File: src/rtl/lsmt_pkg.sv
// Shared types and constants for the locked sorted mark table.
// Used by every module of the block except lsmt_ram; depends on nothing.
`timescale 1ns / 1ps

package lsmt_pkg;

    // Table geometry
    localparam int MAX_MARKS = 256;
    localparam int ADDR_W    = $clog2(MAX_MARKS);
    localparam int CNT_W     = $clog2(MAX_MARKS + 1);

    // Field widths
    localparam int CMD_W     = 3;
    localparam int ST_W      = 3;
    localparam int IDX_W     = 16;
    localparam int POS_W     = 32;
    localparam int CONF_W    = 17;
    localparam int WORD_W    = POS_W + CONF_W + 1;
    localparam int CFG_IDX_W = 2;

    // Word layout in the table memory: {lock, confidence, position}
    localparam int W_CONF_LO = POS_W;
    localparam int W_LOCK    = POS_W + CONF_W;

    localparam logic [CONF_W-1:0] CONF_ONE = CONF_W'(65536);
    localparam logic [CNT_W-1:0]  MIN_KEEP = CNT_W'(3);

    typedef logic [CMD_W-1:0] cmd_t;
    localparam cmd_t CMD_ADD    = 3'd0;
    localparam cmd_t CMD_MOVE   = 3'd1;
    localparam cmd_t CMD_REMOVE = 3'd2;
    localparam cmd_t CMD_LOCK   = 3'd3;
    localparam cmd_t CMD_READ   = 3'd4;

    typedef logic [ST_W-1:0] st_t;
    localparam st_t ST_OK        = 3'd0;
    localparam st_t ST_INVALID   = 3'd1;
    localparam st_t ST_NOT_FOUND = 3'd2;
    localparam st_t ST_CONFLICT  = 3'd3;
    localparam st_t ST_INVARIANT = 3'd4;
    localparam st_t ST_FULL      = 3'd5;

    localparam logic [CFG_IDX_W-1:0] REG_RANGE_START = 2'd0;
    localparam logic [CFG_IDX_W-1:0] REG_RANGE_END   = 2'd1;

    typedef enum logic [3:0] {
        S_IDLE,
        S_DECODE,
        S_ENTRY,
        S_SCAN,
        S_EVAL,
        S_SHIFT,
        S_PLACE,
        S_FINISH
    } state_t;

    // Controller to datapath
    typedef struct packed {
        logic take;
        logic fetch;
        logic scan_start;
        logic shift_start;
        logic step;
        logic wr_lock;
        logic wr_place;
        logic cnt_inc;
        logic cnt_dec;
        logic keep_read;
        logic load_out;
        st_t  status;
    } ctrl_cmd_t;

    // Datapath to controller
    typedef struct packed {
        cmd_t cmd;
        logic idx_bad;
        logic conf_bad;
        logic full;
        logic at_min;
        logic locked;
        logic eng_done;
        logic pipe_busy;
        logic dup;
        logic rng_bad;
        logic range_inv;
        logic new_out;
        logic out_free;
    } dp_stat_t;

endpackage

File: src/rtl/lsmt_ctrl.sv
// Command sequencer for the mark table: decode, checks, scan, shift, reply.
// Depends on lsmt_pkg.
`timescale 1ns / 1ps

module lsmt_ctrl (
    input  logic               aclk,
    input  logic               aresetn,
    input  logic               s_tvalid,
    output logic               s_tready,
    input  lsmt_pkg::dp_stat_t stat,
    output lsmt_pkg::ctrl_cmd_t cmd
);

    lsmt_pkg::state_t state_reg, state_next;
    lsmt_pkg::st_t    status_reg, status_next;

    // State and pending status
    always_ff @(posedge aclk) begin
        if (!aresetn) begin
            state_reg  <= lsmt_pkg::S_IDLE;
            status_reg <= lsmt_pkg::ST_OK;
        end else begin
            state_reg  <= state_next;
            status_reg <= status_next;
        end
    end

    // Next state and commands
    always_comb begin
        state_next  = state_reg;
        status_next = status_reg;
        cmd         = '0;
        cmd.status  = status_reg;
        s_tready    = 1'b0;
        unique case (state_reg)
            lsmt_pkg::S_IDLE: begin
                s_tready = 1'b1;
                cmd.take = s_tvalid;
                if (s_tvalid) begin
                    state_next = lsmt_pkg::S_DECODE;
                end
            end
            lsmt_pkg::S_DECODE: begin
                state_next = lsmt_pkg::S_FINISH;
                if (stat.cmd == lsmt_pkg::CMD_ADD) begin
                    if (stat.conf_bad) begin
                        status_next = lsmt_pkg::ST_INVALID;
                    end else begin
                        cmd.scan_start = 1'b1;
                        state_next     = lsmt_pkg::S_SCAN;
                    end
                end else if (stat.cmd == lsmt_pkg::CMD_MOVE || stat.cmd == lsmt_pkg::CMD_REMOVE
                             || stat.cmd == lsmt_pkg::CMD_LOCK
                             || stat.cmd == lsmt_pkg::CMD_READ) begin
                    if (stat.idx_bad) begin
                        status_next = lsmt_pkg::ST_NOT_FOUND;
                    end else begin
                        cmd.fetch  = 1'b1;
                        state_next = lsmt_pkg::S_ENTRY;
                    end
                end else begin
                    status_next = lsmt_pkg::ST_INVALID;
                end
            end
            lsmt_pkg::S_ENTRY: begin
                state_next  = lsmt_pkg::S_FINISH;
                status_next = lsmt_pkg::ST_OK;
                if (stat.cmd == lsmt_pkg::CMD_READ) begin
                    cmd.keep_read = 1'b1;
                end else if (stat.cmd == lsmt_pkg::CMD_LOCK) begin
                    cmd.wr_lock = 1'b1;
                end else if (stat.locked ||
                             (stat.cmd == lsmt_pkg::CMD_REMOVE && stat.at_min)) begin
                    status_next = lsmt_pkg::ST_CONFLICT;
                end else begin
                    cmd.scan_start = 1'b1;
                    state_next     = lsmt_pkg::S_SCAN;
                end
            end
            lsmt_pkg::S_SCAN: begin
                cmd.step = !stat.eng_done;
                if (stat.eng_done && !stat.pipe_busy) begin
                    state_next = lsmt_pkg::S_EVAL;
                end
            end
            lsmt_pkg::S_EVAL: begin
                state_next = lsmt_pkg::S_FINISH;
                priority if (stat.cmd == lsmt_pkg::CMD_ADD && stat.dup) begin
                    status_next = lsmt_pkg::ST_CONFLICT;
                end else if (stat.cmd == lsmt_pkg::CMD_ADD && stat.full) begin
                    status_next = lsmt_pkg::ST_FULL;
                end else if (stat.range_inv) begin
                    status_next = lsmt_pkg::ST_INVALID;
                end else if (stat.rng_bad || (stat.cmd != lsmt_pkg::CMD_REMOVE
                                              && (stat.dup || stat.new_out))) begin
                    status_next = lsmt_pkg::ST_INVARIANT;
                end else begin
                    cmd.shift_start = 1'b1;
                    state_next      = lsmt_pkg::S_SHIFT;
                end
            end
            lsmt_pkg::S_SHIFT: begin
                cmd.step = !stat.eng_done;
                if (stat.eng_done && !stat.pipe_busy) begin
                    state_next = lsmt_pkg::S_PLACE;
                end
            end
            lsmt_pkg::S_PLACE: begin
                status_next = lsmt_pkg::ST_OK;
                state_next  = lsmt_pkg::S_FINISH;
                if (stat.cmd == lsmt_pkg::CMD_REMOVE) begin
                    cmd.cnt_dec = 1'b1;
                end else begin
                    cmd.wr_place = 1'b1;
                    cmd.cnt_inc  = (stat.cmd == lsmt_pkg::CMD_ADD);
                end
            end
            lsmt_pkg::S_FINISH: begin
                if (stat.out_free) begin
                    cmd.load_out = 1'b1;
                    state_next   = lsmt_pkg::S_IDLE;
                end
            end
            default: begin
                state_next = lsmt_pkg::S_IDLE;
            end
        endcase
    end

endmodule

File: config.mk
export PLATFORM = sky130hd
export DESIGN_NAME = lsmt_ctrl
export DESIGN_NICKNAME = d
export VERILOG_FILES = /design/src/rtl/lsmt_pkg.sv /design/src/rtl/lsmt_ctrl.sv
export SDC_FILE = /design/constraint.sdc
export NUM_CORES = 1
export LEC_CHECK = 0
export ABC_AREA = 1
export BUFFER_PORTS_ARGS = -buffer_cell sky130_fd_sc_hd__buf_2
export CORE_AREA = 3 3 52 54
export DETAILED_ROUTE_END_ITERATION = 7
export DIE_AREA = 0 0 55 57
export PLACE_DENSITY_LB_ADDON = 0.15
export SLEW_MARGIN = 20
export SYNTH_ARGS = -nofsm -noshare
export SYNTH_HDL_FRONTEND = slang
export SYNTH_SLANG_ARGS = --single-unit
File: constraint.sdc
create_clock -name aclk -period 1.57 [get_ports aclk]
set_clock_uncertainty 0.05 [all_clocks]
set_input_delay 0.0785 -clock aclk [delete_from_list [all_inputs] [get_ports aclk]]
set_output_delay 0.0785 -clock aclk [all_outputs]
set_load 0.02 [all_outputs]
======== Word level (Yosys, flattened, before mapping) ========
Index checks and enable logic that the tools add are counted.
word-level totals
  flip-flop bits (word level) ............. 7
  output and inout bits ................... 15
  word-level logic and storage cells ...... 96
cells by class
  equal/unequal tests ..................... 19
  muxes and demuxes ....................... 56
  reductions and logical operators ........ 19
operator list
  operator              count
  $mux W3               17
  $pmux W4 S8           1
  $mux W1               25
  $mux W4               5
  $eq A4 B3 Y1 const B  4
  $mux W2               6
  $pmux W3 S4           1
  $eq A4 B2 Y1 const B  2
  $ne A2 B2 Y1 const B  4
  $reduce_and A4 Y1     2
  $eq A3 B2 Y1 const B  2
  $logic_or A1 B1 Y1    6
  $logic_and A1 B1 Y1   5
  $ne A5 B5 Y1 const B  1
  $eq A4 B1 Y1 const B  1
  $logic_not A4 Y1      1
  $ne A4 B4 Y1 const B  1
  $reduce_bool A4 Y1    1
  $eq A3 B1 Y1 const B  1
  $eq A3 B3 Y1 const B  1
  $logic_not A3 Y1      1
  $ne A3 B2 Y1 const B  1
  $ne A3 B3 Y1 const B  1
  $logic_not A1 Y1      2
  2 further kinds       2

======== Depth between registers and ports, before layout ========
Gate-level depths: netlist of the first run.
  depth in word-level cells ............... 8
  depth in mapped cells ................... 12
  mapped depth without buffers ............ 11

======== Worst setup path after synthesis of the first run ========
Ideal clock, no wire load.
  path type ............................... flip-flop to flip-flop
  start ................................... reg state_reg[2]
  end ..................................... reg state_reg[1]
  library setup time ...................... 117 ps
  data arrival time ....................... 1236 ps
  required time ........................... 1403 ps
  setup slack ............................. 167 ps
  stages on the path, launching flop included .. 12
  clock period less this slack ............ 1403 ps
  cells stage by stage .................... dfxtp_1 buf_6 inv_1 nand2_2 nor2_2 nand2_1 nand2_1 inv_1 nand3_1 nand2_1 nor2_1 nor2_1
on the way
  word-level cells in the longest chain between the ends .. 3
  elaborated cells between the ends (all ways) .. 14
ends and longest elaborated chain
  item                                  line             text
  start: declaration                    lsmt_ctrl.sv:14  lsmt_pkg::state_t state_reg, state_next;
  start signal: assignment              lsmt_ctrl.sv:20  state_reg <= lsmt_pkg::S_IDLE;
  start signal: assignment              lsmt_ctrl.sv:23  state_reg <= state_next;
  $eq A4 B2 Y1 (tied with other cells)  lsmt_ctrl.sv:35  unique case (state_reg)
  $ne A2 B2 Y1 (no source line)         --
  $reduce_and A4 Y1 (no source line)    --
Several ways; a longest one is shown, not always the timed one.
A chain may end at the register's enable or synchronous reset.

==> results.md, run 1 <==
* Synthesis-stage register bit count at 6
* Yosys warning count at 0
* Post-synth EDFFs at 0
* R2R depth at 9
* Final setup violation count at 0
* Avg WL per Cell at 9.540 um
* Die Area at 3135 um2
* Post-Synthesis Cell Area at 666.9 um2
* Vias in the first global route at 783
* Post-route DRC at 0
* Crit path max-delay family: simple AND/OR/NAND/NOR gates
* Critical Path Sink: cmd[10]
* Worst-path cell chain: inv_2 -> nand2_1 -> nor2_2 -> nand3_2 -> inv_1 -> buf_2
* RSZ-0062 raised after global routing: true
* Slew HR at 85.69%
* PortBufs at 32
* Sink count of the clock tree at 6
* Post-detail-place hpwl at 1563 um
* Slew Viols, Final at 0
* GRT overflow at 0
* Post-Syn Instances at 127
* Fill cells at 278
* Setup bufs post-CTS at 0
* First-pass GRT wire length at 3084 um
* Power Total at 1.207 mW
* Mapped Nets at 145
* Status: completed
* CTS root buffer: clkbuf_4
* DR vias at 843
* CP max stage delay at 0.36 ns
* H-tree levels at 1
* Drt total wl at 1803 um
* Classification of the worst-slack hold path: in -> reg
* Synth unique cells at 19
* Initial Utilization at 29.58%
* CTS buffer count at 3
* Worst-Margin Slew at 0.2125 ns
* CP Launch Type: flop
* Largest net degree at the start of global routing at 9
* Ys flop type: dfxtp_1
* Final Hold Viols at 0
* Kind of critical path: reg -> out
* Top-Level Pins at 33
* Pre-Repair DR Iteration Count at 4
* Die H at 57 um
* Asr flop ratio synth at 0%
* Worst path depth at 6
* Final worst slack at 0.08593 ns
* VDD IR max at 0.5902 mV
* Layout cell share with drive strength beyond 1 at 32.92%
* CP max FO at 5
* PwrDens at 1365 nW/um2
* Post-place setup slack at 0.09596 ns
* Reg-to-Reg End: state_reg[1]
* Net count, final at 181
* DRT iter0 DRCs at 16
* R2r startpoint: state_reg[1]
* Setup TNS Final at 0 ns
* Area delta synth->final at 32.65%
* Worst path arrival time at 1.36 ns
* Clk buf depth at 2
* Gp weighted congestion at 0.7754
* Syn Area/Cell at 5.251 um2
* Fin crit period at 1.484 ns
* Initial antenna violation count at 0
* ANT nets after route at 0
* Leakage at 0.5465 nW
* GRT Util Overall at 13.25%
* Final hold slack at 0.04511 ns
* Vias/cell at 4.460
* Ant. Diodes at 0
* Die X at 55 um
* Core area at 2255 um2
* Worst R2R Setup Slack at 0.12 ns
* Fmax at 673.8 MHz
* Tcrit/Tclk final at 94.53%
* Slowest-stage cell, CP: dfxtp_1
* Clk pin slew, worst setup/hold paths at 0.05 ns
* Max Cap Violations at 0
* Post-synthesis sequential area ratio at 18.01%
* CP Buf/Inv Count at 3
* CTS tree: built
* Worst skew pair latency at 0.25 ns
* CP Capture Type: output port
* Rows at 17
* CP required at 1.44 ns
* Critical path launch point: state_reg[0]
-- repair_timing --
action                                  CTS  global route
hold buffers                              0             0
resized for setup                         0             4
endpoints found under the setup margin    2            12
-- layer usage --
| layer | GRT usage (%) | up-vias | part of all wire, % |
|---|---|---|---|
| met5 | 0 | - | 0 |
| met4 | 3.125 | 0 | 0.78 |
| met3 | 4.961 | 2 | 6.7 |
| met2 | 22.47 | 23 | 47 |
| met1 | 15.40 | 354 | 46 |
| li1 | - | 464 | - |
-- area by class of cell --
class                           count  area [um2]  area share (%)
Tap cell                           28       35.03           3.960
Sequential cell                     6       121.4           13.72
Multi-Input combinational cell     92       436.7           49.36
Timing Repair Buffer               33       167.7           18.95
Inverter                           27       101.3           11.46
Clock buffer                        3       22.52           2.546
-- tightest hold or removal path, stage by stage --
cell	delay, ns
buf_2	0.14
inv_1	0.05
a21oi_1	0.03
-- worst min-delay path by stage --
stage | start | to | depth (start not counted) | slack [ns]
floorplan | aresetn | state_reg[2] | 2 | 0.14
global placement | aresetn | state_reg[2] | 3 | 0.31
detailed placement | aresetn | state_reg[2] | 3 | 0.31
CTS | aresetn | state_reg[2] | 3 | 0.05
global route | aresetn | state_reg[2] | 3 | 0.07
finish | aresetn | state_reg[2] | 3 | 0.05
-- metrics by stage --
step	cells	util (%)	instance area, um2
floorplan	127	-	666.9
global placement	186	37.85	853.3
detailed placement	186	37.85	853.3
CTS	189	38.85	875.8
global route	189	39.23	884.6
finish	189	39.23	884.6
-- cell usage after synthesis, types with 2 or more instances --
| library cell | instances | share of area [%] |
|---|---|---|
| nand4_1 | 3 | 2.8 |
| nand2_1 | 30 | 17 |
| a21oi_1 | 4 | 3.0 |
| nor3_1 | 3 | 2.3 |
| nand3_1 | 16 | 12 |
| inv_1 | 24 | 14 |
| nand2_2 | 4 | 3.8 |
| nor2_1 | 20 | 11 |
| inv_2 | 3 | 1.7 |
| o21ai_0 | 5 | 3.8 |
| dfxtp_1 | 6 | 18 |
| nor2_2 | 2 | 1.9 |
-- cell usage in the layout, fill, tap and decap left out, types with 2 or more instances in the layout --
cell	n
buf_2	32
a21oi_1	4
nor2_2	3
nor3_1	2
nand4_1	3
dfxtp_1	5
clkbuf_4	3
nand2_1	30
o21ai_0	5
nor2_1	19
inv_2	4
inv_1	23
nand2_2	4
nand3_1	16
-- report_power, final --
group	switching, mW	internal, mW	leakage (nW)
clock network	0.0574	0.0866	0.0138
logic	0.508	0.274	0.483
registers	0.0642	0.217	0.0501
total	0.629	0.578	0.547
-- kinds of logic (layout without fill, tap and decap cells) --
group	Yosys count	count (layout)	share of synthesized area (%)
buffers and inverters	29	63	17.64
flip-flops	6	6	18.01
AO/OA/AOI/OAI	11	11	9.381
AND/OR/NAND/NOR	81	81	54.97
No activity file was read; power rests on OpenSTA's default activity.
==> run 2, diff against run 1 <==
- REMOVE_ABC_BUFFERS: default -> 1
==> run 2 against run 1 <==
Against the previous run:
- register-to-register slack better by 0.06 ns
- largest power group unchanged
- critical endpoint unchanged
- hold slack better by 0.015 ns
- global-route usage is 0.71 points lower
- die area stayed put
- sequential power hardly changed
- critical path type unchanged
- sequential cell count stayed put
- fmax is 0.13% higher
- clock power is 3% lower
- via count is 1.2% lower
==> results.md, run 2 (synthesized netlist as in run 1, its figures left out) <==
* Post-detail-place hpwl at 1585 um
* Max Cap Violations at 0
* GRT overflow at 0
* Worst skew pair latency at 0.24 ns
* Vias in the first global route at 759
* First-pass GRT wire length at 3022 um
* Slew Viols, Final at 0
* CTS tree: built
* Pre-Repair DR Iteration Count at 4
* Avg WL per Cell at 9.466 um
* PwrDens at 1351 nW/um2
* Worst hold path cell count at 3
* CP required at 1.44 ns
* CP Launch Type: flop
* Max Used Layer: met3
* CTS root buffer: clkbuf_4
* Power Total at 1.197 mW
* Setup bufs post-CTS at 0
* Die Area at 3135 um2
* Initial antenna violation count at 0
* Final Hold Viols at 0
* CP max FO at 5
* Core area at 2255 um2
* Met1 WL at 920 um
* Final core utilization at 39.29%
* Clk buf depth at 2
* Status: completed
* Setup TNS Final at 0 ns
* Crit path max-delay family: simple AND/OR/NAND/NOR gates
* Sink count of the clock tree at 6
* DR WL met3 at 101 um
* Sequential share of power at 23.8%
* CP max stage delay at 0.35 ns
* Fin crit period at 1.482 ns
* Initial Utilization at 29.58%
* Most frequent cells in the layout: buf_2 (32), nand2_1 (30), inv_1 (24)
* Switching share of power at 51.50%
* Rows at 17
* Placed Cells incl. Taps at 186
* Worst path arrival time at 1.35 ns
* Worst-path cell chain: inv_2 -> nand2_1 -> nor2_2 -> nand3_2 -> inv_1 -> buf_2
* RSZ-0062 raised after global routing: true
* ANT nets after route at 0
* Die H at 57 um
* Vias/cell at 4.407
* GRT Util Overall at 12.54%
* Clock power share at 11.7%
* VDD IR max at 0.7890 mV
* CP Capture Type: output port
* Classification of the worst-slack hold path: in -> reg
* Drt total wl at 1789 um
* Slowest-stage cell, CP: dfxtp_1
* Worst R2R Setup Slack at 0.18 ns
* Non-Filler Instances at 189
* Slew HR at 85.46%
* CP Buf/Inv Count at 3
* Wire length on met2 at 768 um
* Logic gate share of total power at 64.6%
* Worst path depth at 6
* Ant. Diodes at 0
* Int Power at 580.3 uW
* DR vias at 833
* DRT iter0 DRCs at 6
* PortBufs at 32
* Area delta synth->final at 32.83%
* Layout cell share with drive strength beyond 1 at 32.92%
* Commonest non-fill, non-tap cell in the layout: buf_2
* R2r startpoint: state_reg[1]
* Largest net degree at the start of global routing at 9
* Final setup violation count at 0
* Switching power at 616.3 uW
* Final hold slack at 0.06048 ns
* Reg-to-Reg End: state_reg[1]
* Fmax at 674.7 MHz
* Die X at 55 um
* Kind of critical path: reg -> out
* H-tree levels at 1
* Net count, final at 181
* Clk pin slew, worst setup/hold paths at 0.05 ns
* Hold EP: state_reg[2]
* Post-route DRC at 0
* Gp weighted congestion at 0.8595
* Leakage at 0.5471 nW
* Top-Level Pins at 33
* Tcrit/Tclk final at 94.40%
* CTS buffer count at 3
* Worst-Margin Slew at 0.2158 ns
* R2R depth at 8
* Min-delay src: aresetn
run 2: changes by cell type in the layout (fill, tap and decap cells not counted):
| cell | delta |
|---|---|
| dfxtp_1 | -1 |
| dfxtp_2 | +1 |
| inv_1 | +1 |
| inv_2 | -1 |
run 2: final cells by class:
cell class / count / area [um2]
fillers: 285 / 1369
multi-input cells: 92 / 436.7
repair buffers: 33 / 167.7
flip-flops and latches: 6 / 122.6
inverters: 27 / 101.3
well taps: 28 / 35.03
clock buffers: 3 / 22.52
run 2: power groups by stage:
| stage | Combinational, mW | Sequential, mW | Clock [mW] |
|---|---|---|---|
| 6_report | 0.773 | 0.284 | 0.139 |
| 5_1_grt | 0.908 | 0.294 | 0.157 |
| 4_1_cts | 0.777 | 0.274 | 0.149 |
| 3_5_place_dp | 0.773 | 0.278 | 0 |
| 3_3_place_gp | 0.770 | 0.275 | 0 |
| 2_1_floorplan | 0.529 | 0.310 | 0 |
run 2: worst min-delay path: cells and delay by family:
kind / cells / cell delay, ns
AOI/OAI and AO/OA: 1 / 0.03
buffers and inverters: 2 / 0.20
run 2: worst max-delay path by stage:
stage | from | to | slack (ns)
after floorplan | state_reg[1] | state_reg[1] | 0.19
after global placement | state_reg[2] | state_reg[1] | 0.12
after detailed placement | state_reg[2] | state_reg[1] | 0.12
after CTS | state_reg[2] | cmd[10] | -0.05
after global routing | state_reg[0] | cmd[10] | -0.06
final | state_reg[0] | cmd[10] | 0.09
run 2: repair_timing:
item | 4_1_cts | 5_1_grt
hold buffers | 0 | 0
setup endpoints to repair | 2 | 10
resized for setup | 0 | 4
run 2: routing by layer:
metal | global-route usage [%] | up-vias
met5 | 0 | -
met4 | 2.083 | 0
met3 | 3.394 | 0
met2 | 18.41 | 22
met1 | 18.47 | 341
li1 | - | 470
run 2: through the flow:
step	setup WS (ns)	cell area [um2]
after CTS	-0.04533	875.8
final	0.08789	885.9
after floorplan	0.1869	650.6
after global placement	0.1244	853.3
after detailed placement	0.1185	853.3
after global routing	-0.06318	885.9
==> run 3, diff against run 2 <==
- CORE_AREA: 3 3 52 54 -> 3 3 43 45
- DIE_AREA: 0 0 55 57 -> 0 0 46 48
- PLACE_DENSITY: default -> 0.73
- PLACE_DENSITY_LB_ADDON: 0.15 -> default
==> run 3 against run 2 <==
Against the previous run:
- non-clock buffer count shrank 1
- setup slack better by 0.052 ns
- critical endpoint is now cmd[11]
- combinational power about the same
- wire length down 3.9%
- largest power group unchanged
==> results.md, run 3 (synthesized netlist as in run 1, its figures left out) <==
* Status: completed
* Power Total at 1.214 mW
* Switching power at 636.6 uW
* RSZ-0062 raised after global routing: false
* DR vias at 852
* Leakage at 0.5433 nW
* ANT nets after route at 0
* Die X at 46 um
* Min-delay src: aresetn
* Worst path arrival time at 1.30 ns
* Clock power share at 11.7%
* CP max stage delay at 0.39 ns
* Setup bufs post-CTS at 0
* Initial antenna violation count at 0
* H-tree levels at 1
* Post-route DRC at 0
* Hold EP: state_reg[2]
* PwrDens at 1388 nW/um2
* Fin crit period at 1.430 ns
* Gp weighted congestion at 0.8273
* Clk buf depth at 2
* DRT iter0 DRCs at 14
* Worst hold path cell count at 3
* CTS root buffer: clkbuf_4
* Clk pin slew, worst setup/hold paths at 0.04 ns
* Classification of the worst-slack hold path: in -> reg
* GRT overflow at 0
* Vias in the first global route at 712
* GRT Util Overall at 16.54%
* R2R depth at 10
* CP required at 1.44 ns
* Slowest-stage cell, CP: dfxtp_2
* Top-Level Pins at 33
* Die H at 48 um
* Slew HR at 84.98%
* Vias/cell at 4.841
* Largest net degree at the start of global routing at 9
* Cts-stage hold buffer count at 0
* Avg WL per Cell at 9.773 um
* CP Capture Type: output port
* Pre-Repair DR Iteration Count at 4
* VDD IR max at 0.7991 mV
* First-pass GRT wire length at 2656 um
* Flip-flop and latch area at 123.9 um2
* Tcrit/Tclk final at 91.09%
* CP Launch Type: flop
* Most frequent cells in the layout: buf_2 (32), nand2_1 (30), inv_1 (23)
* Final core utilization at 58.06%
* Setup TNS Final at 0 ns
* Sequential share of power at 24.9%
* Initial Utilization at 44.27%
* Post-CTS sizing at 0
* Drt total wl at 1720 um
* Int Power at 577.0 uW
* CTS buffer count at 3
* Footprint of the multi-input gates at 446.7 um2
* Core area at 1506 um2
* CTS tree: built
* Reg-to-Reg End: status_reg[0]
* Slew Viols, Final at 0
* Area delta synth->final at 31.14%
* Commonest non-fill, non-tap cell in the layout: buf_2
* R2r startpoint: state_reg[1]
* PortBufs at 32
* Fmax at 699.3 MHz
* Worst R2R Setup Slack at 0.20 ns
* CP max FO at 5
* Logic gate share of total power at 63.5%
* Worst-path cell chain: inv_2 -> nor3_2 -> inv_1 -> o32ai_1 -> buf_2
* Final setup violation count at 0
* Worst-Margin Slew at 0.2229 ns
* Ant. Diodes at 0
* Net count, final at 180
* Sink count of the clock tree at 6
* Kind of critical path: reg -> out
* Post-detail-place hpwl at 1456 um
* Rows at 14
* Fill cells at 161
* Layout cell share with drive strength beyond 1 at 34.38%
* Critical path launch point: state_reg[1]
* Final Hold Viols at 0
* Die Area at 2208 um2
* Worst skew pair latency at 0.24 ns
* Switching share of power at 52.45%
* Max Cap Violations at 0
## run 3: layer usage
layer  up-vias  wire, um  GRT usage (%)
li1        464         -              -
met1       354       777          18.94
met2        32       816          30.49
met3         2       118          4.511
met4         0         8          3.409
met5         -         0              0
## run 3: worst max-delay path by stage
stage / slack [ns] / end / depth (start not counted)
6_report: 0.14 / cmd[11] / 5
5_1_grt: 0.02 / cmd[10] / 6
4_1_cts: -0.04 / cmd[10] / 5
3_5_place_dp: 0.10 / state_reg[1] / 9
3_3_place_gp: 0.12 / state_reg[1] / 9
2_1_floorplan: 0.19 / state_reg[1] / 10
## run 3: layout make-up
cell class	count	share of cell area (%)
Clock buffer	3	2.575
Timing Repair Buffer	32	18.31
Multi-Input combinational cell	92	51.07
Sequential cell	6	14.16
Tap cell	16	2.289
Inverter	27	11.59
## run 3: power groups by stage
stage | clock, mW | sequential (mW) | combinational (mW)
detailed placement | 0 | 0.284 | 0.748
global route | 0.162 | 0.309 | 0.879
global placement | 0 | 0.285 | 0.739
CTS | 0.145 | 0.282 | 0.754
floorplan | 0 | 0.310 | 0.529
finish | 0.141 | 0.302 | 0.770
## run 3: stage by stage
stage	hold WS [ns]	instances	instance area, um2	worst slack, ns
2_1_floorplan	0.1377	125	650.6	0.1869
3_3_place_gp	0.3048	173	830.8	0.1213
3_5_place_dp	0.3022	173	830.8	0.1019
4_1_cts	0.04682	176	853.3	-0.03704
5_1_grt	0.03428	176	874.6	0.01676
6_report	0.04615	176	874.6	0.1399
## run 3: worst max-delay path, delay by kind of cell (launching register included)
kind / cells / cell delay, ns
buffers and inverters: 3 / 0.39
and+or+nand+nor: 1 / 0.16
DFF: 1 / 0.39
AOI/OAI and AO/OA: 1 / 0.12
